## src/rtl/vtp_pkg.sv

```systemverilog
// Shared types, constants and arithmetic helpers for the vertex transform block.
`timescale 1ns / 1ps
package vtp_pkg;

  localparam int VIEW_WIDTH  = 800;
  localparam int VIEW_HEIGHT = 600;
  localparam int DIV_BITS    = 48;
  localparam int FIFO_DEPTH  = 4;
  localparam int FIFO_AW     = $clog2(FIFO_DEPTH);
  localparam int MAT_ENTRIES = 12;

  localparam logic       FUNC_LOAD    = 1'b0;
  localparam logic [1:0] COL_UNUSED   = 2'd3;
  localparam logic [1:0] REG_PROJ_X   = 2'd0;
  localparam logic [1:0] REG_PROJ_Y   = 2'd1;
  localparam logic [1:0] REG_DEPTH_SC = 2'd2;
  localparam logic [1:0] REG_DEPTH_OF = 2'd3;

  localparam logic signed [31:0] PROJ_X_RST   = 32'sd87381;
  localparam logic signed [31:0] PROJ_Y_RST   = 32'sd65536;
  localparam logic signed [31:0] DEPTH_SC_RST = 32'sd65601;
  localparam logic signed [31:0] DEPTH_OF_RST = -32'sd6560;

  localparam logic signed [31:0] S32_MAX = 32'sh7fffffff;
  localparam logic signed [31:0] S32_MIN = 32'sh80000000;
  localparam logic signed [63:0] MAX64   = 64'sd2147483647;
  localparam logic signed [63:0] MIN64   = -64'sd2147483648;

  // One queued word: either a matrix load or a vertex.
  typedef struct packed {
    logic               load;
    logic [3:0]         idx;
    logic signed [31:0] a;   // coefficient for a load, vertex x otherwise
    logic signed [31:0] b;
    logic signed [31:0] c;
  } vtp_entry_t;

  function automatic logic signed [31:0] sat32(input logic signed [63:0] v);
    logic signed [31:0] r;
    if (v > MAX64) r = S32_MAX;
    else if (v < MIN64) r = S32_MIN;
    else r = v[31:0];
    return r;
  endfunction

  function automatic logic signed [63:0] smul(input logic signed [31:0] x,
                                              input logic signed [31:0] y);
    logic signed [63:0] xe;
    logic signed [63:0] ye;
    xe = x;
    ye = y;
    return xe * ye;
  endfunction

endpackage

```

## src/rtl/vtp_fifo.sv

```systemverilog
// Short queue between the input stage and the arithmetic pipeline.
`timescale 1ns / 1ps
module vtp_fifo (
  input  logic                clk,
  input  logic                rst_n,
  input  logic                push,
  input  vtp_pkg::vtp_entry_t push_data,
  output logic                full,
  input  logic                pop,
  output vtp_pkg::vtp_entry_t pop_data,
  output logic                empty
);
  import vtp_pkg::*;

  vtp_entry_t         mem [FIFO_DEPTH];
  logic [FIFO_AW-1:0] wp_r, rp_r;
  logic [FIFO_AW:0]   cnt_r, cnt_nxt;

  assign full     = (cnt_r == (FIFO_AW+1)'(FIFO_DEPTH));
  assign empty    = (cnt_r == '0);
  assign pop_data = mem[rp_r];

  always_comb begin
    cnt_nxt = cnt_r;
    if (push && !(pop && !empty)) cnt_nxt = cnt_r + 1'b1;
    if (!push && pop && !empty) cnt_nxt = cnt_r - 1'b1;
  end

  always_ff @(posedge clk) begin
    if (!rst_n) begin
      wp_r  <= '0;
      rp_r  <= '0;
      cnt_r <= '0;
    end else begin
      cnt_r <= cnt_nxt;
      if (push) wp_r <= wp_r + 1'b1;
      if (pop && !empty) rp_r <= rp_r + 1'b1;
    end
  end

  always_ff @(posedge clk) begin
    if (push) mem[wp_r] <= push_data;
  end

endmodule

```

## config.mk

```make
export PLATFORM = sky130hd
export DESIGN_NAME = vtp_fifo
export DESIGN_NICKNAME = d
export VERILOG_FILES = /design/src/rtl/vtp_pkg.sv /design/src/rtl/vtp_fifo.sv
export SDC_FILE = /design/constraint.sdc
export NUM_CORES = 1
export LEC_CHECK = 0
export ABC_AREA = 1
export BUFFER_PORTS_ARGS = -buffer_cell sky130_fd_sc_hd__clkbuf_2
export CAP_MARGIN = 20
export CORE_MARGIN = 4
export CORE_UTILIZATION = 58
export CTS_BUF_LIST = sky130_fd_sc_hd__clkbuf_16
export CTS_CLUSTER_SIZE = 40
export DETAILED_ROUTE_END_ITERATION = 7
export GPL_TIMING_DRIVEN = 0
export PLACE_DENSITY = 0.8
export SLEW_MARGIN = 20
export SYNTH_ARGS = -nofsm -noshare
export SYNTH_HDL_FRONTEND = slang
export SYNTH_SLANG_ARGS = --single-unit
```

## constraint.sdc

```tcl
create_clock -name clk -period 3.86 [get_ports clk]
set_input_delay 0.579 -clock clk [delete_from_list [all_inputs] [get_ports clk]]
set_output_delay 0.579 -clock clk [all_outputs]
set_load 0.03 [all_outputs]
```

==> flow_summary_export.csv, run 1 <==
group,metric,value,unit
routing,wire_per_inst,20.7,µm
critical_path,crit_type,"flip-flop to primary output",
timing,slew_headroom,58.4,%
logic_synthesis,yosysTopAreaCell,"edfxtp_1",
routing,ant_nets,0,
cells_and_area,area_delta_synth_final,17.6,%
place,dpl_worst_slack,1.67,ns
logic_synthesis,synth_common_cells,"edfxtp_1 (404), nor2_1 (127), o21ai_0 (122)",
logic_synthesis,syn_inst,1044,
logic_synthesis,yosysMostFrequentCell,"edfxtp_1",
logic_synthesis,post_synth.cell_area_avg,15.6,µm²
timing,worst_pin_slew,0.625,ns
routing,drt_first_pass_iters,5,
logic_synthesis,netlist_area,0.0162,mm²
critical_path,cp-start-kind,"flip-flop",
power,power_frac_seq,47.3,%
global_route,grt_pass1_wl,54.3,mm
cts,clock-root-buffer,"clkbuf_16",
power,clockPowerShare,32.9,%
place,dp.cells,1626,
logic_synthesis,yosysTopAreaCellShare,74.7,%
cells_and_area,final_net_count,1407,
timing,fmax,0.364,GHz
place,io_buffer_count,206,
cts,clk_latency,0.52,ns
timing,finalHoldViolations,0,
logic_synthesis,synth-seq-cells,413,
timing,fin_ws,1.11,ns
critical_path,cp.arrival,2.17,ns
cells_and_area,num-fill-cells,1768,
timing,setup_viol,0,
power,peakVddDrop,418,µV
floorplanning,ios,208,
cts,clk_pin_slew,0.06,ns
routing,dr_total_vias,9665,
global_route,grt_overflow,0,
place,hpwl,21.3,mm
cts,post-cts-setup-buffers,0,
cells_and_area,drive_above_1_share,36.7,%
power,swShare,28.4,%
global_route,grt_antenna_before_repair,7,
power,intPower,7.86,mW
logic_synthesis,synth_fp_nets,1154,
critical_path,cp_max_fo,10,
global_route,grt_pass1_vias,9850,
routing,drt-total-wl,35.2,mm
power,leakagePower,6.81,nW
cells_and_area,multi_input_area,0.00333,mm²
worst_hold_path,timing.hold.worst_path_depth,1,
cts,clkSinkCount,413,
run_status,status,"finished, final reports clean",
timing,fin_tns_setup,0,ns
logic_synthesis,async_flop_share,0,%
global_route,grt_max_degree,61,
cells_and_area,ff_latch_area,0.0123,mm²
logic_synthesis,ys_types,22,
power,power_switching,3.12,mW
timing,rsz0062_at_grt,"false",
floorplanning,initial_core_util,59.6,%
cells_and_area,stdcell_count,1699,
routing,vias_per_cell,5.69,
power,powerDensity,575,mW/mm²
floorplanning,die_area,0.0307,mm²
critical_path,worst_setup_path_end_kind,"primary output",
timing,period_needed,2.75,ns
global_route,grt_use_total,22.6,%
cells_and_area,utilization,70.1,%
timing,slew_viol_final,0,
cts,cts_resized,0,
power,combPwrFrac,19.9,%
routing,drt_iter0_markers,735,
cts,hold_buffers,0,
cts,cts_buffers,41,
critical_path,r2r_setup_slack,1.95,ns
place,gp_congestion,0.760,
cts,clockBufferDepth,3,
critical_path,reg2regPathDepth,5,
logic_synthesis,synth-edff-count,404,
critical_path,cp_data_required_time,3.28,ns
routing,post-route-drc-count,0,
timing,clock_skew,0.00836,ns
cts,cts_tree,"built",
job,cap_violations,0,
logic_synthesis,yosys_warnings,0,
critical_path,reg2reg_to,"mem[1][30]",
logic_synthesis,synthTopCellsByArea,"edfxtp_1 (75%), o22ai_2 (6.2%), o21ai_0 (3.8%)",
worst_hold_path,worstHoldStart,"push_data[88]",
floorplanning,core.rowCount,60,
cts,cts.htree.levels,2,
floorplanning,fp.dieW,175,µm
worst_hold_path,min_path_type,"input pin to flip-flop",
logic_synthesis,synth-seq-area-share,75.8,%
timing,whs,0.269,ns
critical_path,r2r_start,"wp_r[1]",
logic_synthesis,synth-main-ff-cell,"edfxtp_1",
timing,period_share,71.2,%
worst_hold_path,hold_path_end,"mem[3][88]",
floorplanning,core_area,0.0273,mm²
floorplanning,die_y,175,µm
==> layout make-up <==
type | count | area share [%]
clock buffers | 43 | 5.64
clock inverters | 27 | 0.741
plain buffers | 67 | 2.79
inverters | 18 | 0.459
flip-flops and latches | 413 | 64.5
multi-input cells | 546 | 17.4
diodes | 3 | 0.0393
repair buffers | 210 | 5.98
well taps | 372 | 2.44
==> power groups by stage <==
stage / registers (mW) / logic [mW] / clock network, mW
after detailed placement: 5.28 / 2.19 / 0
after global placement: 5.31 / 2.13 / 0
after floorplan: 5.29 / 1.50 / 0
after CTS: 5.19 / 2.20 / 3.65
final: 5.19 / 2.18 / 3.61
after global routing: 5.20 / 2.33 / 3.85
==> metrics by stage <==
stage / total power, mW / cell area (µm²)
after global routing: 11.4 / 19100
after detailed placement: 7.48 / 17900
after CTS: 11.0 / 19100
final: 11.0 / 19100
after floorplan: 6.79 / 16200
after global placement: 7.44 / 17700
==> sequential cells by signal, summed over array words and instances (netlist names), named ones only <==
register,flops
rp_r,2
mem,404
wp_r,2
cnt_r,3
==> cell usage in the layout, fill, tap and decap left out, drive strengths merged <==
cell type  netlist  final
ha               4      4
o21ai          205    205
nand3            5      5
o22ai          101    101
clkbuf          12    261
bufinv           0      1
a21oi            7      7
dfxtp            9      9
edfxtp         404    404
diode            0      3
nand2           15     15
fa               1      1
inv             18     26
nor2           207    207
buf             55     59
clkinv           0     18
nor3             1      1
==> worst max path at each step <==
stage | endpoint | slack [ns] | cells past startpoint
global placement | mem[3][27] | -0.94 | 3
finish | pop_data[47] | 1.11 | 6
global route | pop_data[49] | 0.99 | 6
detailed placement | pop_data[79] | 1.67 | 6
CTS | pop_data[79] | 1.10 | 6
floorplan | mem[0][0] | 0.67 | 3
==> cell families after synthesis <==
group	count (synthesis)	synth area share, %
flops	413	75.8
compound gates	313	13.5
simple gates	228	6.56
buf+inv	85	3.69
fa+ha+maj	5	0.431
==> critical path, cell delays in order (launching register included) <==
cell and delay, ns:
dfxtp_1 0.33, inv_2 0.06, buf_4 0.22, clkbuf_1 0.47
o21ai_1 0.18, o22ai_2 0.13, clkbuf_2 0.25
==> metal layers <==
metal | part of all wire (%) | global-route usage [%]
met5 | 0.18 | 0
met1 | 40 | 30.4
met4 | 2.7 | 7.10
met3 | 7.7 | 5.27
met2 | 49 | 37.2
Note: power is estimated with default switching activity, not from simulation.
==> inputs of run 2 (changes only) <==
--- a/config.mk
+++ b/config.mk
@@ -5,16 +5,16 @@
 export SDC_FILE = /design/constraint.sdc
 export NUM_CORES = 1
 export LEC_CHECK = 0
-export ABC_AREA = 1
+export ABC_AREA = 0
 export BUFFER_PORTS_ARGS = -buffer_cell sky130_fd_sc_hd__clkbuf_2
 export CAP_MARGIN = 20
 export CORE_MARGIN = 4
-export CORE_UTILIZATION = 58
+export CORE_UTILIZATION = 57
 export CTS_BUF_LIST = sky130_fd_sc_hd__clkbuf_16
 export CTS_CLUSTER_SIZE = 40
 export DETAILED_ROUTE_END_ITERATION = 7
 export GPL_TIMING_DRIVEN = 0
-export PLACE_DENSITY = 0.8
+export PLACE_DENSITY = 0.79
 export SLEW_MARGIN = 20
 export SYNTH_ARGS = -nofsm -noshare
 export SYNTH_HDL_FRONTEND = slang
==> constraint.sdc (replaced) <==
create_clock -name clk -period 2.8 [get_ports clk]
set_input_delay 0.42 -clock clk [delete_from_list [all_inputs] [get_ports clk]]
set_output_delay 0.42 -clock clk [all_outputs]
set_load 0.03 [all_outputs]
==> run 2 against run 1 <==
Net effect:
- clock power grew 32%
- power grew 29%
- core utilization shrank 1.2 points
- register-to-register slack lost 1.3 ns
- global-route usage shrank 3.6 points
- sequential share of layout area grew 4.2 points
- via count shrank 29%
==> flow_summary_export.csv, run 2 <==
group,metric,value,unit
run_status,status,"finished, final reports clean",
critical_path,cp-start-kind,"flip-flop",
critical_path,cp_max_fo,10,
logic_synthesis,yosys_warnings,0,
logic_synthesis,synth-edff-count,404,
timing,period_needed,2.55,ns
cells_and_area,final_net_count,957,
timing,slew_headroom,56.1,%
logic_synthesis,synth-seq-area-share,81.5,%
logic_synthesis,yosysMostFrequentCell,"edfxtp_1",
place,io_buffer_count,206,
cts,clockBufferDepth,3,
critical_path,crit_type,"flip-flop to primary output",
timing,setup_viol,0,
place,hpwl,17.8,mm
logic_synthesis,netlist_area,0.0151,mm²
cts,clkSinkCount,413,
logic_synthesis,async_flop_share,0,%
routing,vias_per_cell,5.63,
cts,clock-root-buffer,"clkbuf_16",
place,dp.cells,1140,
cts,cts.htree.levels,2,
cells_and_area,diodes,0,
routing,post-route-drc-count,0,
timing,clock_skew,0.00669,ns
global_route,grt_overflow,0,
floorplanning,die_y,171,µm
cells_and_area,drive_above_1_share,45.7,%
power,peakVddDrop,841,µV
global_route,top_usage_layer,"met2",
timing,slew_viol_final,0,
power,power.total,14.2,mW
cells_and_area,utilization,68.8,%
routing,ant_nets,0,
logic_synthesis,synth-seq-cells,413,
logic_synthesis,synth-main-ff-cell,"edfxtp_1",
global_route,gr-usage-met3,4.27,%
cells_and_area,multi_input_area,0.00262,mm²
timing,period_share,91.1,%
floorplanning,fp.dieW,171,µm
logic_synthesis,synth_common_cells,"edfxtp_1 (404), mux4_2 (101), buf_2 (12)",
global_route,grt_pass1_vias,7354,
job,cap_violations,0,
floorplanning,ios,208,
place,gp_congestion,0.789,
cells_and_area,largest_register_ffs,404,
timing,rsz0062_at_grt,"false",
global_route,grt_use_total,19.1,%
cts,cts_tree,"built",
cts,clk_pin_slew,0.06,ns
power,powerDensity,790,mW/mm²
logic_synthesis,post_synth.cell_area_avg,25.6,µm²
logic_synthesis,yosysTopAreaCell,"edfxtp_1",
routing,wire_per_inst,22.6,µm
floorplanning,core.rowCount,59,
critical_path,cp.arrival,2.13,ns
logic_synthesis,yosysTopAreaCellShare,80.3,%
worst_hold_path,timing.hold.worst_path_depth,1,
cells_and_area,mostFrequentLayoutCells,"edfxtp_1 (404), clkbuf_2 (207), mux4_2 (101), clkbuf_16 (41), clkinv_2 (13)",
timing,fmax,0.392,GHz
cts,clk_latency,0.51,ns
logic_synthesis,synthTopCellsByArea,"edfxtp_1 (80%), mux4_2 (15%), dfxtp_1 (1.2%)",
logic_synthesis,synth_fp_nets,701,
critical_path,cp_data_required_time,2.38,ns
floorplanning,die_area,0.0292,mm²
timing,worst_pin_slew,0.659,ns
timing,finalHoldViolations,0,
routing,drt_first_pass_iters,6,
floorplanning,initial_core_util,58.0,%
worst_hold_path,min_path_type,"input pin to flip-flop",
cells_and_area,top_regs,"mem x404, cnt_r x3",
routing,drt_iter0_markers,650,
logic_synthesis,ys_types,26,
cells_and_area,num-fill-cells,1612,
cts,hold_buffers,0,
power,leakagePower,6.14,nW
floorplanning,core_area,0.0261,mm²
routing,drt-total-wl,27.4,mm
global_route,grt_use_met1,25.5,%
global_route,grt_antenna_before_repair,0,
logic_synthesis,syn_inst,591,
global_route,grt_max_degree,50,
critical_path,worst_setup_path_end_kind,"primary output",
cells_and_area,area_delta_synth_final,18.6,%
cells_and_area,ff_latch_area,0.0123,mm²
cts,cts_buffers,40,
cells_and_area,stdcell_count,1214,
global_route,grt_pass1_wl,42.1,mm
cells_and_area,final_common_cell,"edfxtp_1",
cells_and_area,regMostFlops,"mem",
global_route,use_met2,32.5,%
routing,dr_total_vias,6837,
critical_path,reg2regPathDepth,8,
-- run 2: cell types whose count changed after synthesis, moves of 20 or more --
cell | before | now
o21ai_1 | 83 | 0
buf_2 | 32 | 12
o21ai_0 | 122 | 4
o22ai_2 | 80 | 0
mux4_2 | 0 | 101
nor2_1 | 127 | 4
nor2_2 | 80 | 0
-- run 2: where the power goes --
| group | total [mW] | switching [mW] | internal [mW] |
|---|---|---|---|
| clock | 4.76 | 2.10 | 2.67 |
| combinational | 2.22 | 1.37 | 0.846 |
| sequential | 7.18 | 0.0772 | 7.10 |
-- run 2: worst max-delay path, stage by stage, from the launching register on --
cell      delay [ns]
dfxtp_1         0.32
clkbuf_2        0.34
buf_2           0.38
mux4_2          0.38
clkbuf_2        0.20
-- run 2: metrics by stage --
step | setup TNS [ns] | hold slack (ns) | setup WS (ns) | instance area, µm²
after CTS | 0 | 0.0948 | 0.187 | 17900
after global placement | -202.56 | 0.538 | -0.517 | 16600
after detailed placement | 0 | 0.569 | 0.397 | 16700
after global routing | 0 | 0.100 | 0.111 | 17900
final | 0 | 0.122 | 0.248 | 17900
after floorplan | 0 | 0.519 | 0.506 | 15100
-- run 2: path summary, 6_finish.rpt --
check                     start            to  slack (ns)
setup / recovery      flip-flop  pop_data[19]        0.25
hold / removal    push_data[49]    mem[3][49]        0.12
setup reg to reg       cnt_r[2]      cnt_r[2]        0.66
hold reg to reg         wp_r[1]       wp_r[1]        0.57
-- run 2: timing repair --
action / in CTS / in global routing
endpoints found under the setup margin: 90 / 0
gates resized for setup: 1 / 0
buffers inserted: 0 / 0
-- run 2: kinds of logic after synthesis --
kind of cell	Yosys count	share of synthesized area [%]
simple gates	29	1.08
flops	413	81.5
compound gates	9	0.339
fa+ha+maj	5	0.464
xor+xnor	4	0.232
buf+inv	29	1.32
mux	102	15.1
-- run 2: final cells by class --
class / instances / share of cell area [%]
inverters: 5 / 0.105
repair buffers: 214 / 6.68
plain buffers: 24 / 1.01
clock buffers: 41 / 5.72
well taps: 335 / 2.34
multi-input cells: 149 / 14.6
flip-flops and latches: 413 / 68.7
clock inverters: 33 / 0.900
-- run 2: metal layers --
layer  part of all wire, %  routed length (µm)  vias to the layer above
met5                     0                   0                        -
met2                    53               14500                      248
met1                    38               10300                     3500
met4                   2.4                 647                        0
li1                      -                   -                     3047
met3                   7.3                2000                       42
