--- config.mk ---
export PLATFORM = sky130hd
export DESIGN_NAME = vtp_front
export DESIGN_NICKNAME = d
export VERILOG_FILES = /design/src/rtl/vtp_pkg.sv /design/src/rtl/vtp_front.sv
export SDC_FILE = /design/constraint.sdc
export NUM_CORES = 1
export LEC_CHECK = 0
export BUFFER_PORTS_ARGS = -buffer_cell sky130_fd_sc_hd__buf_4
export CAP_MARGIN = 10
export CORE_MARGIN = 2
export CORE_UTILIZATION = 23
export CTS_BUF_LIST = sky130_fd_sc_hd__clkbuf_4
export CTS_CLUSTER_DIAMETER = 60
export DETAILED_ROUTE_END_ITERATION = 12
export GPL_TIMING_DRIVEN = 0
export MAX_ROUTING_LAYER = met4
export REMOVE_ABC_BUFFERS = 1
export SLEW_MARGIN = 40
export SYNTH_ARGS = -nofsm -noshare
export SYNTH_HDL_FRONTEND = slang
export SYNTH_SLANG_ARGS = --single-unit
--- constraint.sdc ---
create_clock -name clk -period 9.9 [get_ports clk]
set_clock_uncertainty 0.05 [all_clocks]
set_input_delay 1.98 -clock clk [delete_from_list [all_inputs] [get_ports clk]]
set_output_delay 1.98 -clock clk [all_outputs]
set_load 0.01 [all_outputs]
--- src/rtl/vtp_pkg.sv ---
// Shared types, constants and arithmetic helpers for the vertex transform block.
`timescale 1ns / 1ps
package vtp_pkg;

  localparam int VIEW_WIDTH  = 800;
  localparam int VIEW_HEIGHT = 600;
  localparam int DIV_BITS    = 48;
  localparam int FIFO_DEPTH  = 4;
  localparam int FIFO_AW     = $clog2(FIFO_DEPTH);
  localparam int MAT_ENTRIES = 12;

  localparam logic       FUNC_LOAD    = 1'b0;
  localparam logic [1:0] COL_UNUSED   = 2'd3;
  localparam logic [1:0] REG_PROJ_X   = 2'd0;
  localparam logic [1:0] REG_PROJ_Y   = 2'd1;
  localparam logic [1:0] REG_DEPTH_SC = 2'd2;
  localparam logic [1:0] REG_DEPTH_OF = 2'd3;

  localparam logic signed [31:0] PROJ_X_RST   = 32'sd87381;
  localparam logic signed [31:0] PROJ_Y_RST   = 32'sd65536;
  localparam logic signed [31:0] DEPTH_SC_RST = 32'sd65601;
  localparam logic signed [31:0] DEPTH_OF_RST = -32'sd6560;

  localparam logic signed [31:0] S32_MAX = 32'sh7fffffff;
  localparam logic signed [31:0] S32_MIN = 32'sh80000000;
  localparam logic signed [63:0] MAX64   = 64'sd2147483647;
  localparam logic signed [63:0] MIN64   = -64'sd2147483648;

  // One queued word: either a matrix load or a vertex.
  typedef struct packed {
    logic               load;
    logic [3:0]         idx;
    logic signed [31:0] a;   // coefficient for a load, vertex x otherwise
    logic signed [31:0] b;
    logic signed [31:0] c;
  } vtp_entry_t;

  function automatic logic signed [31:0] sat32(input logic signed [63:0] v);
    logic signed [31:0] r;
    if (v > MAX64) r = S32_MAX;
    else if (v < MIN64) r = S32_MIN;
    else r = v[31:0];
    return r;
  endfunction

  function automatic logic signed [63:0] smul(input logic signed [31:0] x,
                                              input logic signed [31:0] y);
    logic signed [63:0] xe;
    logic signed [63:0] ye;
    xe = x;
    ye = y;
    return xe * ye;
  endfunction

endpackage

--- src/rtl/vtp_front.sv ---
// Input stage: accepts words, drops unused loads and forms queue entries.
`timescale 1ns / 1ps
module vtp_front (
  input  logic               clk,
  input  logic               rst_n,
  input  logic               in_tvalid,
  output logic               in_tready,
  input  logic [135:0]       in_tdata,
  input  logic               in_tuser,
  output logic               push,
  output vtp_pkg::vtp_entry_t push_data,
  input  logic               full
);
  import vtp_pkg::*;

  logic       vld_r, vld_nxt;
  vtp_entry_t ent_r;
  logic       acc, keep;
  logic [1:0] row, col;

  assign row       = in_tdata[1:0];
  assign col       = in_tdata[3:2];
  assign push      = vld_r && !full;
  assign push_data = ent_r;
  assign in_tready = !vld_r || !full;
  assign acc       = in_tvalid && in_tready;
  // A load aimed at the fourth column has nowhere to go.
  assign keep      = !(in_tuser == FUNC_LOAD && col == COL_UNUSED);

  always_comb begin
    vld_nxt = vld_r;
    if (push) vld_nxt = 1'b0;
    if (acc && keep) vld_nxt = 1'b1;
  end

  always_ff @(posedge clk) begin
    if (!rst_n) begin
      vld_r <= 1'b0;
    end else begin
      vld_r <= vld_nxt;
    end
  end

  always_ff @(posedge clk) begin
    if (acc) begin
      ent_r.load <= (in_tuser == FUNC_LOAD);
      ent_r.idx  <= 4'({row, 1'b0}) + 4'(row) + 4'(col);
      ent_r.a    <= (in_tuser == FUNC_LOAD) ? in_tdata[35:4] : in_tdata[67:36];
      ent_r.b    <= in_tdata[99:68];
      ent_r.c    <= in_tdata[131:100];
    end
  end

endmodule

==> results of run 1 <==
==> report_power, final <==
group          internal [mW]  leakage [nW]  switching [mW]  total [mW]
clock network         0.0548        0.0644           0.149       0.204
registers              0.509         0.987         0.00801       0.517
logic                 0.0829          1.50          0.0527       0.136
==> layout by cell type, fill, tap and decap left out, types with 2 or more instances in the layout <==
master	synthesis	final
buf_4	0	239
clkbuf_4	0	9
ha_1	2	2
edfxtp_1	101	101
nor2b_1	2	2
buf_12	0	2
mux2_4	29	29
clkinv_4	0	2
mux2_2	3	3
fa_1	2	2
clkinvlp_4	0	2
inv_1	7	7
==> metal layers <==
metal / part of all wire [%] / up-vias / global-route usage (%)
li1: - / 1099 / -
met2: 48 / 172 / 17.1
met4: 1.7 / 0 / 5.63
met1: 39 / 1118 / 11.4
met3: 11 / 9 / 3.54
met5: 0 / - / -
==> area by class of cell <==
class / count / area share (%)
sequential: 102 / 51.9
timing repair buffer: 241 / 31.2
multi-input combinational: 42 / 9.74
tap: 216 / 4.59
clock buffer: 9 / 1.15
clock inverter: 7 / 0.978
inverter: 7 / 0.447
antenna: 1 / 0.0425
==> flip-flops by register name (all words and copies together), names as in the netlist <==
register	flops
vld_r	1
push_data	101
==> worst min-delay path by stage <==
stage | startpoint | to | slack, ns
4_1_cts | vld_r | vld_r | 0.51
6_report | vld_r | vld_r | 0.51
2_1_floorplan | vld_r | vld_r | 0.45
3_3_place_gp | vld_r | vld_r | 0.47
5_1_grt | vld_r | vld_r | 0.55
3_5_place_dp | vld_r | vld_r | 0.49
==> metrics by stage <==
stage                     instance area, um2  hold WS (ns)
after global routing                    5880         0.546
after detailed placement                5760         0.487
after CTS                               5880         0.508
final                                   5880         0.512
after global placement                  5710         0.466
after floorplan                         3650         0.453
==> worst reg2reg max path: cells and delay by family (launching register included) <==
family                 cells  cell delay (ns)
and+or+nand+nor            2             0.53
DFF                        1             0.36
buffers and inverters      2             0.55
==> logic make-up (layout without fill, tap and decap cells) <==
family,after synthesis,count (layout)
AND/OR/NAND/NOR,4,4
other,0,1
flip-flops,102,102
adder cells (fa/ha/maj),4,4
buffers and inverters,11,264
AO/OA/AOI/OAI,2,2
multiplexers,32,32
==> metrics.txt, run 1 <==
# TYPE chip_impl_metric gauge
chip_impl_info{name="outcome",value="finished, final reports clean"} 1
chip_impl_metric{name="core.rowCount",unit=""} 46
chip_impl_metric{name="maxClockFrequency",unit="MHz"} 229
chip_impl_info{name="synth_largest_area_cell",value="edfxtp_1"} 1
chip_impl_metric{name="drt_first_pass_iters",unit=""} 3
chip_impl_metric{name="synth_compound_area_share",unit="%"} 0.373
chip_impl_metric{name="antenna_found_initial",unit=""} 1
chip_impl_metric{name="p_per_area",unit="nW/um2"} 145
chip_impl_metric{name="first_global_vias",unit=""} 2307
chip_impl_metric{name="gpl.final_weighted_congestion",unit=""} 0.704
chip_impl_metric{name="synthDistinctLibCells",unit=""} 13
chip_impl_metric{name="timing.critical_path.slowest_cell_delay",unit="ns"} 0.14
chip_impl_metric{name="die_area",unit="um2"} 17100
chip_impl_metric{name="cp.arrival",unit="ns"} 2.34
chip_impl_metric{name="global_route_overflow",unit=""} 0
chip_impl_metric{name="grt_max_degree",unit=""} 39
chip_impl_metric{name="grt_pass1_wl",unit="mm"} 12.4
chip_impl_metric{name="hold_buffer_count_at_cts",unit=""} 0
chip_impl_metric{name="post_synth.cell_area_avg",unit="um2"} 23.8
chip_impl_metric{name="initial_core_utilization",unit="%"} 23.4
chip_impl_metric{name="final_core_utilization",unit="%"} 37.3
chip_impl_metric{name="place_ws",unit="ns"} 5.53
chip_impl_metric{name="drt_iter0_markers",unit=""} 63
chip_impl_metric{name="critical_path_peak_fanout",unit=""} 3
chip_impl_metric{name="max_slew.worst_pin.slew",unit="ns"} 0.569
chip_impl_metric{name="via_per_inst",unit=""} 3.84
chip_impl_metric{name="drc_errors",unit=""} 0
chip_impl_info{name="ordered_cell_list_for_the_critical_path",value="buf_4 > nand2_1 > buf_4"} 1
chip_impl_info{name="crit_type",value="in -> out"} 1
chip_impl_metric{name="routed-via-count",unit=""} 2398
chip_impl_info{name="dominantRegCellSynth",value="edfxtp_1"} 1
chip_impl_metric{name="final.period_utilization",unit="%"} 44.1
chip_impl_metric{name="finalSetupTns",unit="ns"} 0
chip_impl_metric{name="synth-xor-area-share",unit="%"} 0
chip_impl_metric{name="tightest_slew_margin_relative_to_the_limit",unit="%"} 62.0
chip_impl_metric{name="design_power_total",unit="mW"} 0.856
chip_impl_info{name="critical_path.most_common_cell",value="buf_4"} 1
chip_impl_metric{name="area_delta_synth_final",unit="%"} 59.3
chip_impl_info{name="crit_family",value="buffers and inverters"} 1
chip_impl_metric{name="final-hold-violation-count",unit=""} 0
chip_impl_metric{name="cts_made_buffers",unit=""} 9
chip_impl_metric{name="synth_mux_area_share",unit="%"} 12.7
chip_impl_metric{name="synth_edf_count",unit=""} 101
chip_impl_metric{name="finalNonFillerCells",unit=""} 625
chip_impl_metric{name="async_flop_share",unit="%"} 0
chip_impl_info{name="setup_repair_after_global_routing_missed_its_margin",value="no"} 1
chip_impl_metric{name="numPlacedInstances",unit=""} 608
chip_impl_metric{name="global_route.usage.total",unit="%"} 10.5
chip_impl_metric{name="ff_latch_area",unit="um2"} 3050
chip_impl_metric{name="fillers",unit=""} 1574
chip_impl_metric{name="die_w",unit="um"} 131
chip_impl_metric{name="reg2regPathDepth",unit=""} 4
chip_impl_metric{name="multi_input_area",unit="um2"} 573
chip_impl_metric{name="post_synth_and_or_nand_nor_area_fraction",unit="%"} 0.610
chip_impl_metric{name="cts_setup_buffers",unit=""} 0
chip_impl_info{name="cp-startpoint",value="full"} 1
chip_impl_info{name="worst_r2r_endpoint",value="push_data[45]"} 1
chip_impl_info{name="clock_tree_from_tritoncts",value="done"} 1
chip_impl_metric{name="synth.yosys.seq_area_share",unit="%"} 82.6
chip_impl_metric{name="synth_largest_type_area_fraction",unit="%"} 82.1
chip_impl_info{name="synth_top_family_by_area",value="multiplexers"} 1
chip_impl_metric{name="antenna_left",unit=""} 0
chip_impl_metric{name="synth-warning-count",unit=""} 0
chip_impl_info{name="synth_top_cells_by_count",value="101 x edfxtp_1, 29 x mux2_4, 7 x inv_1"} 1
chip_impl_metric{name="max-vdd-ir-drop",unit="uV"} 54.9
chip_impl_metric{name="setup_ws",unit="ns"} 5.53
chip_impl_metric{name="period_minus_slack",unit="ns"} 4.37
chip_impl_metric{name="maxSlewViolCount",unit=""} 0
chip_impl_metric{name="floorplan.io_pins",unit=""} 244
chip_impl_info{name="root_buffer",value="clkbuf_4"} 1
chip_impl_metric{name="post_route_cells_drive_above_1_share",unit="%"} 71.1
chip_impl_metric{name="worstSetupPathDepth",unit=""} 3
chip_impl_metric{name="maxCapViolations",unit=""} 0
chip_impl_info{name="reg2reg_from",value="vld_r"} 1
chip_impl_metric{name="die_y",unit="um"} 131
chip_impl_metric{name="min_delay_path_depth",unit=""} 2
chip_impl_metric{name="worst_skew_pair.late_latency",unit="ns"} 0.45
chip_impl_metric{name="timing.critical_path.required",unit="ns"} 7.87
chip_impl_metric{name="synthesis.instances",unit=""} 155
chip_impl_metric{name="synth.ff_latch_count",unit=""} 102
chip_impl_info{name="worst_setup_path_end_kind",value="output pin"} 1
chip_impl_metric{name="clk_transition_reported_paths",unit="ns"} 0.17
chip_impl_metric{name="clockBufferDepth",unit=""} 2
chip_impl_metric{name="routed_length_per_placed_instance",unit="um"} 14.9
chip_impl_metric{name="route.final.wire_length",unit="mm"} 9.34
chip_impl_metric{name="core_area",unit="um2"} 15800
chip_impl_metric{name="critical_path_buf_inv_count",unit=""} 2
chip_impl_info{name="count_leader_synth",value="edfxtp_1"} 1
chip_impl_metric{name="hpwl",unit="mm"} 7.30
chip_impl_info{name="crit_path_end",value="in_tready"} 1
chip_impl_metric{name="total_leakage_power",unit="nW"} 2.55
chip_impl_metric{name="buffer_ports.inserted",unit=""} 239
chip_impl_metric{name="post_synth_fa_ha_maj_area_fraction",unit="%"} 1.76
chip_impl_info{name="crit_path_top_delay_cell",value="buf_4"} 1
chip_impl_metric{name="final-setup-viol-count",unit=""} 0
chip_impl_metric{name="postCtsResizedCells",unit=""} 0
chip_impl_info{name="classification_of_the_worst_slack_hold_path",value="reg -> reg"} 1
chip_impl_metric{name="r2r_setup_slack",unit="ns"} 8.11
chip_impl_metric{name="cts-htree-levels",unit=""} 3
chip_impl_metric{name="cts.sinks",unit=""} 102
chip_impl_metric{name="syn-cell-area",unit="um2"} 3690
chip_impl_info{name="critPathLaunchType",value="input pin"} 1
chip_impl_metric{name="design.final.nets",unit=""} 548
chip_impl_info{name="synth_top_cells_by_area",value="edfxtp_1 82%, mux2_4 12%, buf_6 1.2%, fa_1 1.1%, mux2_2 0.91%"} 1
Note: power is estimated with default switching activity, not from simulation.
==> inputs of run 2 (changes only) <==
--- a/config.mk
+++ b/config.mk
@@ -5,6 +5,7 @@
 export SDC_FILE = /design/constraint.sdc
 export NUM_CORES = 1
 export LEC_CHECK = 0
+export ABC_AREA = 1
 export BUFFER_PORTS_ARGS = -buffer_cell sky130_fd_sc_hd__buf_4
 export CAP_MARGIN = 10
 export CORE_MARGIN = 2
==> constraint.sdc (replaced) <==
create_clock -name clk -period 3.7 [get_ports clk]
set_clock_uncertainty 0.05 [all_clocks]
set_input_delay 0.74 -clock clk [delete_from_list [all_inputs] [get_ports clk]]
set_output_delay 0.74 -clock clk [all_outputs]
set_load 0.01 [all_outputs]
==> metrics.txt, run 2 <==
# TYPE chip_impl_metric gauge
chip_impl_metric{name="global_route.usage.total",unit="%"} 10.9
chip_impl_metric{name="clk_transition_reported_paths",unit="ns"} 0.18
chip_impl_metric{name="timing.critical_path.slowest_cell_delay",unit="ns"} 0.13
chip_impl_metric{name="final-hold-violation-count",unit=""} 0
chip_impl_metric{name="synth.yosys.seq_area_share",unit="%"} 83.6
chip_impl_metric{name="setup_ws",unit="ns"} 1.82
chip_impl_metric{name="finalNonFillerCells",unit=""} 690
chip_impl_metric{name="die_w",unit="um"} 130
chip_impl_metric{name="route.final.wire_length",unit="mm"} 9.39
chip_impl_metric{name="clockBufferDepth",unit=""} 2
chip_impl_metric{name="gpl.final_weighted_congestion",unit=""} 0.756
chip_impl_metric{name="post_route_cells_drive_above_1_share",unit="%"} 56.9
chip_impl_metric{name="drt_iter0_markers",unit=""} 87
chip_impl_metric{name="final.period_utilization",unit="%"} 50.9
chip_impl_metric{name="antenna_left",unit=""} 0
chip_impl_metric{name="cts-htree-levels",unit=""} 3
chip_impl_metric{name="drt_first_pass_iters",unit=""} 4
chip_impl_metric{name="hpwl",unit="mm"} 7.32
chip_impl_metric{name="place_ws",unit="ns"} 1.32
chip_impl_metric{name="final_core_utilization",unit="%"} 37.0
chip_impl_metric{name="async_flop_share",unit="%"} 0
chip_impl_metric{name="cp.arrival",unit="ns"} 1.09
chip_impl_metric{name="numPlacedInstances",unit=""} 673
chip_impl_metric{name="maxSlewViolCount",unit=""} 0
chip_impl_info{name="critPathLaunchType",value="input pin"} 1
chip_impl_metric{name="core.rowCount",unit=""} 46
chip_impl_info{name="layout_common_cells",value="239 x buf_4, 101 x edfxtp_1, 89 x nand2_1, 10 x clkbuf_4, 9 x nand2_2"} 1
chip_impl_metric{name="grt_pass1_wl",unit="mm"} 13.2
chip_impl_metric{name="max-vdd-ir-drop",unit="uV"} 135
chip_impl_info{name="classification_of_the_worst_slack_hold_path",value="in -> reg"} 1
chip_impl_metric{name="die_area",unit="um2"} 16900
chip_impl_metric{name="max_slew.worst_pin.slew",unit="ns"} 0.452
chip_impl_info{name="critical_path.most_common_cell",value="buf_4"} 1
chip_impl_metric{name="timing.critical_path.required",unit="ns"} 2.91
chip_impl_metric{name="cts_made_buffers",unit=""} 9
chip_impl_metric{name="via_per_inst",unit=""} 3.85
chip_impl_metric{name="worst_skew_pair.late_latency",unit="ns"} 0.46
chip_impl_info{name="synth_top_cells_by_count",value="101 x edfxtp_1, 89 x nand2_1, 9 x nand2_2"} 1
chip_impl_metric{name="critical_path_peak_fanout",unit=""} 2
chip_impl_info{name="mostFrequentLayoutCell",value="buf_4"} 1
chip_impl_metric{name="antenna_found_initial",unit=""} 1
chip_impl_metric{name="die_y",unit="um"} 130
chip_impl_metric{name="maxCapViolations",unit=""} 0
chip_impl_info{name="clock_tree_from_tritoncts",value="done"} 1
chip_impl_metric{name="finalInstanceArea",unit="um2"} 5810
chip_impl_metric{name="hold_buffer_count_at_cts",unit=""} 0
chip_impl_metric{name="finalSetupTns",unit="ns"} 0
chip_impl_metric{name="postCtsResizedCells",unit=""} 0
chip_impl_info{name="synth_top_cells_by_area",value="edfxtp_1 83%, nand2_1 9.2%, nand2_2 1.5%, buf_6 1.2%, fa_1 1.1%"} 1
chip_impl_info{name="crit_type",value="in -> out"} 1
chip_impl_info{name="dominantRegCellSynth",value="edfxtp_1"} 1
chip_impl_metric{name="synthDistinctLibCells",unit=""} 15
chip_impl_metric{name="syn-cell-area",unit="um2"} 3650
chip_impl_info{name="worst_setup_path_end_kind",value="output pin"} 1
chip_impl_metric{name="total_leakage_power",unit="nW"} 2.60
chip_impl_metric{name="grt_max_degree",unit=""} 39
chip_impl_metric{name="area_delta_synth_final",unit="%"} 59.2
chip_impl_metric{name="routed_length_per_placed_instance",unit="um"} 13.6
chip_impl_metric{name="p_per_area",unit="nW/um2"} 395
chip_impl_info{name="count_leader_synth",value="edfxtp_1"} 1
chip_impl_metric{name="post_synth.cell_area_avg",unit="um2"} 16.4
chip_impl_metric{name="critical_path_buf_inv_count",unit=""} 2
chip_impl_metric{name="initial_core_utilization",unit="%"} 23.2
chip_impl_info{name="crit_path_top_delay_cell",value="buf_4"} 1
chip_impl_metric{name="synth_largest_type_area_fraction",unit="%"} 83.1
chip_impl_info{name="crit_family",value="buffers and inverters"} 1
chip_impl_metric{name="maxClockFrequency",unit="MHz"} 531
chip_impl_info{name="root_buffer",value="clkbuf_4"} 1
chip_impl_metric{name="design.final.nets",unit=""} 613
chip_impl_metric{name="period_minus_slack",unit="ns"} 1.88
chip_impl_metric{name="routed-via-count",unit=""} 2654
chip_impl_info{name="setup_repair_after_global_routing_missed_its_margin",value="no"} 1
chip_impl_metric{name="final-setup-viol-count",unit=""} 0
chip_impl_info{name="synth_largest_area_cell",value="edfxtp_1"} 1
chip_impl_metric{name="postPlaceCellArea",unit="um2"} 5680
chip_impl_metric{name="buffer_ports.inserted",unit=""} 239
chip_impl_metric{name="synth_edf_count",unit=""} 101
chip_impl_metric{name="first_global_vias",unit=""} 2613
chip_impl_metric{name="cts_setup_buffers",unit=""} 0
chip_impl_metric{name="drc_errors",unit=""} 0
chip_impl_metric{name="core_area",unit="um2"} 15700
chip_impl_metric{name="largest_register_ff_count",unit=""} 101
chip_impl_metric{name="r2r_setup_slack",unit="ns"} 2.17
chip_impl_metric{name="floorplan.io_pins",unit=""} 244
chip_impl_metric{name="global_route_overflow",unit=""} 0
chip_impl_metric{name="synth-warning-count",unit=""} 0
chip_impl_info{name="ordered_cell_list_for_the_critical_path",value="buf_4 > nor2_1 > buf_4"} 1
chip_impl_metric{name="synthesis.instances",unit=""} 223
chip_impl_metric{name="tightest_slew_margin_relative_to_the_limit",unit="%"} 69.9
chip_impl_metric{name="synth.ff_latch_count",unit=""} 102
chip_impl_info{name="outcome",value="finished, final reports clean"} 1
chip_impl_metric{name="cts.sinks",unit=""} 102
==> run 2: final cells by class <==
class,instances,area [um2]
inverters,8,37.5
clock buffers,10,75.1
clock inverters,6,55.1
diodes,1,2.50
repair buffers,241,1830
fillers,1556,9900
well taps,216,270
flip-flops and latches,102,3050
multi-input cells,106,483
==> run 2: layer usage <==
layer  global-route usage [%]  part of all wire (%)  vias up
met5                        -                     0        -
met4                     5.69                   1.7        0
met3                     3.16                    10        9
met2                     17.3                    47      171
met1                     12.5                    41     1217
li1                         -                     -     1257
==> run 2: cell families after synthesis <==
kind of cell             after synthesis  synth area share [%]
AND/OR/NAND/NOR                      101                  11.2
flip-flops                           102                  83.6
buffers and inverters                 15                  3.22
adder cells (fa/ha/maj)                4                  1.78
AO/OA/AOI/OAI                          1                 0.137
==> run 2: through the flow <==
step           total power [mW]  hold slack [ns]
2_1_floorplan              1.51            0.480
3_3_place_gp               1.76            0.431
3_5_place_dp               1.77            0.456
4_1_cts                    2.34            0.318
5_1_grt                    2.40            0.320
6_report                   2.29            0.382
==> run 2: where the power goes <==
part           switching, mW  internal (mW)
Clock                  0.404          0.158
Combinational          0.154          0.197
Sequential            0.0208           1.36
==> run 2: worst paths after layout <==
kind,startpoint,endpoint,cells after the start
setup / recovery,full,push,3
hold / removal,in_tdata[124],push_data[24],1
setup reg to reg,vld_r,push_data[85],3
hold reg to reg,vld_r,vld_r,2
==> inputs of run 3 (changes only) <==
==> constraint.sdc (replaced) <==
create_clock -name clk -period 1.9 [get_ports clk]
set_clock_uncertainty 0.05 [all_clocks]
set_input_delay 0.38 -clock clk [delete_from_list [all_inputs] [get_ports clk]]
set_output_delay 0.38 -clock clk [all_outputs]
set_load 0.01 [all_outputs]
==> metrics.txt, run 3 (same netlist as run 2, synthesis figures left out) <==
# TYPE chip_impl_metric gauge
chip_impl_metric{name="reg2regPathDepth",unit=""} 3
chip_impl_metric{name="period_minus_slack",unit="ns"} 1.53
chip_impl_metric{name="clockBufferDepth",unit=""} 2
chip_impl_info{name="worst_hold_path.endpoint",value="vld_r"} 1
chip_impl_metric{name="max-vdd-ir-drop",unit="uV"} 263
chip_impl_info{name="timing.hold.worst.start",value="rst_n"} 1
chip_impl_metric{name="timing.critical_path.slowest_cell_delay",unit="ns"} 0.44
chip_impl_metric{name="die_w",unit="um"} 130
chip_impl_metric{name="die_area",unit="um2"} 16900
chip_impl_metric{name="timing.critical_path.required",unit="ns"} 2.00
chip_impl_metric{name="cts.sinks",unit=""} 102
chip_impl_info{name="setup_repair_after_global_routing_missed_its_margin",value="no"} 1
chip_impl_metric{name="critical_path_peak_fanout",unit=""} 36
chip_impl_info{name="critPathLaunchType",value="flop"} 1
chip_impl_metric{name="drt_iter0_markers",unit=""} 82
chip_impl_metric{name="maxCapViolations",unit=""} 0
chip_impl_metric{name="drc_errors",unit=""} 0
chip_impl_metric{name="post_route_cells_drive_above_1_share",unit="%"} 50.1
chip_impl_info{name="root_buffer",value="clkbuf_4"} 1
chip_impl_info{name="crit_path_top_delay_cell",value="and2_4"} 1
chip_impl_metric{name="antenna_found_initial",unit=""} 1
chip_impl_metric{name="max_slew.worst_pin.slew",unit="ns"} 0.448
chip_impl_info{name="clock_tree_from_tritoncts",value="done"} 1
chip_impl_metric{name="routed_length_per_placed_instance",unit="um"} 13.5
chip_impl_info{name="reg2reg_from",value="vld_r"} 1
chip_impl_metric{name="die_y",unit="um"} 130
chip_impl_metric{name="p_per_area",unit="nW/um2"} 709
chip_impl_metric{name="cts-htree-levels",unit=""} 3
chip_impl_metric{name="routed-via-count",unit=""} 2899
chip_impl_metric{name="min_delay_path_depth",unit=""} 3
chip_impl_info{name="worst_setup_path_end_kind",value="flop"} 1
chip_impl_info{name="ordered_cell_list_for_the_critical_path",value="nand2_1 > and2_4 > buf_12"} 1
chip_impl_metric{name="core_area",unit="um2"} 15700
chip_impl_metric{name="total_leakage_power",unit="nW"} 2.87
chip_impl_metric{name="maxSlewViolCount",unit=""} 0
chip_impl_metric{name="r2r_setup_slack",unit="ns"} 0.37
chip_impl_metric{name="largest_register_ff_count",unit=""} 101
chip_impl_metric{name="cp.arrival",unit="ns"} 1.63
chip_impl_metric{name="core.rowCount",unit=""} 46
chip_impl_metric{name="via_per_inst",unit=""} 3.84
chip_impl_metric{name="area_delta_synth_final",unit="%"} 76.7
chip_impl_metric{name="finalHoldWorstSlack",unit="ns"} 0.0783
chip_impl_metric{name="antenna_left",unit=""} 0
chip_impl_info{name="classification_of_the_worst_slack_hold_path",value="in -> reg"} 1
chip_impl_metric{name="worst_skew_pair.late_latency",unit="ns"} 0.46
chip_impl_info{name="mostFrequentLayoutCell",value="buf_4"} 1
chip_impl_info{name="crit_type",value="reg -> reg"} 1
chip_impl_info{name="outcome",value="finished, final reports clean"} 1
chip_impl_metric{name="place_ws",unit="ns"} -0.124
chip_impl_metric{name="tightest_slew_margin_relative_to_the_limit",unit="%"} 70.1
chip_impl_metric{name="final-setup-viol-count",unit=""} 0
chip_impl_metric{name="cts_made_buffers",unit=""} 9
chip_impl_metric{name="initial_core_utilization",unit="%"} 23.2
chip_impl_metric{name="maxClockFrequency",unit="MHz"} 654
chip_impl_metric{name="grt_max_degree",unit=""} 39
chip_impl_metric{name="route.final.wire_length",unit="mm"} 10.1
chip_impl_metric{name="clk_transition_reported_paths",unit="ns"} 0.17
chip_impl_metric{name="floorplan.io_pins",unit=""} 244
chip_impl_metric{name="design.final.nets",unit=""} 677
chip_impl_info{name="layout_common_cells",value="239 x buf_4, 101 x edfxtp_1, 89 x nand2_1, 64 x dlygate4sd3_1, 10 x clkbuf_4"} 1
chip_impl_info{name="worst_r2r_endpoint",value="push_data[85]"} 1
chip_impl_metric{name="global_route.usage.total",unit="%"} 11.7
chip_impl_metric{name="final-hold-violation-count",unit=""} 0
chip_impl_metric{name="first_global_vias",unit=""} 2927
chip_impl_metric{name="buffer_ports.inserted",unit=""} 239
chip_impl_metric{name="gpl.final_weighted_congestion",unit=""} 0.756
chip_impl_metric{name="hpwl",unit="mm"} 7.32
chip_impl_metric{name="drt_first_pass_iters",unit=""} 4
chip_impl_metric{name="setup_ws",unit="ns"} 0.370
chip_impl_metric{name="final.period_utilization",unit="%"} 80.5
chip_impl_metric{name="grt_pass1_wl",unit="mm"} 14.2
chip_impl_metric{name="postCtsResizedCells",unit=""} 0
chip_impl_metric{name="global_route_overflow",unit=""} 0
[run 3: changes by cell type in the layout (fill, tap and decap cells not counted)]
| cell | delta |
|---|---|
| dlygate4sd3_1 | +64 |
[run 3: routing by layer]
layer  part of all wire [%]  vias to the layer above  wire, um  GRT usage (%)
li1                       -                     1385         -              -
met1                     40                     1332      4090           12.8
met2                     49                      171      4970           19.7
met3                    9.0                       11       911           3.08
met4                    1.8                        0       180           5.88
met5                      0                        -         0              -
[run 3: power breakdown]
group | internal (mW) | leakage (nW) | switching [mW]
sequential | 2.65 | 0.991 | 0.0423
combinational | 0.469 | 1.81 | 0.327
clock | 0.307 | 0.0666 | 0.776
[run 3: critical path: cells and delay by family (launching register included)]
family	cells	cell delay, ns
AND/OR/NAND/NOR	2	0.53
flip-flops	1	0.35
buffers and inverters	1	0.28
[run 3: worst max-delay path by stage]
stage | from | end | slack (ns)
after floorplan | full | push_data[0] | -1.49
after global placement | full | push_data[49] | -2.58
after detailed placement | in_tdata[0] | push_data[98] | -0.12
after CTS | vld_r | push | 0.31
after global routing | vld_r | push_data[85] | 0.26
final | vld_r | push_data[85] | 0.37
[run 3: final cells by class]
class / instances / area [um2]
Timing Repair Buffer: 305 / 2470
Antenna cell: 1 / 2.50
Clock inverter: 6 / 55.1
Sequential cell: 102 / 3050
Fill cell: 1495 / 9260
Tap cell: 216 / 270
Inverter: 8 / 37.5
Clock buffer: 10 / 75.1
Multi-Input combinational cell: 106 / 483
[run 3: timing repair]
item,CTS,global route
buffers inserted,0,0
hold endpoints to repair,64,0
hold buffers,64,0
[run 3: metrics by stage]
stage,power [mW],instances,TNS [ns],cell area (um2),utilization (%)
finish,4.57,754,0,6450,41.1
global route,4.79,754,0,6450,41.1
CTS,4.66,753,0,6450,41.0
detailed placement,3.44,673,-0.191,5680,36.1
global placement,3.43,671,-259.77,5640,35.9
floorplan,2.95,216,-150.29,3570,-
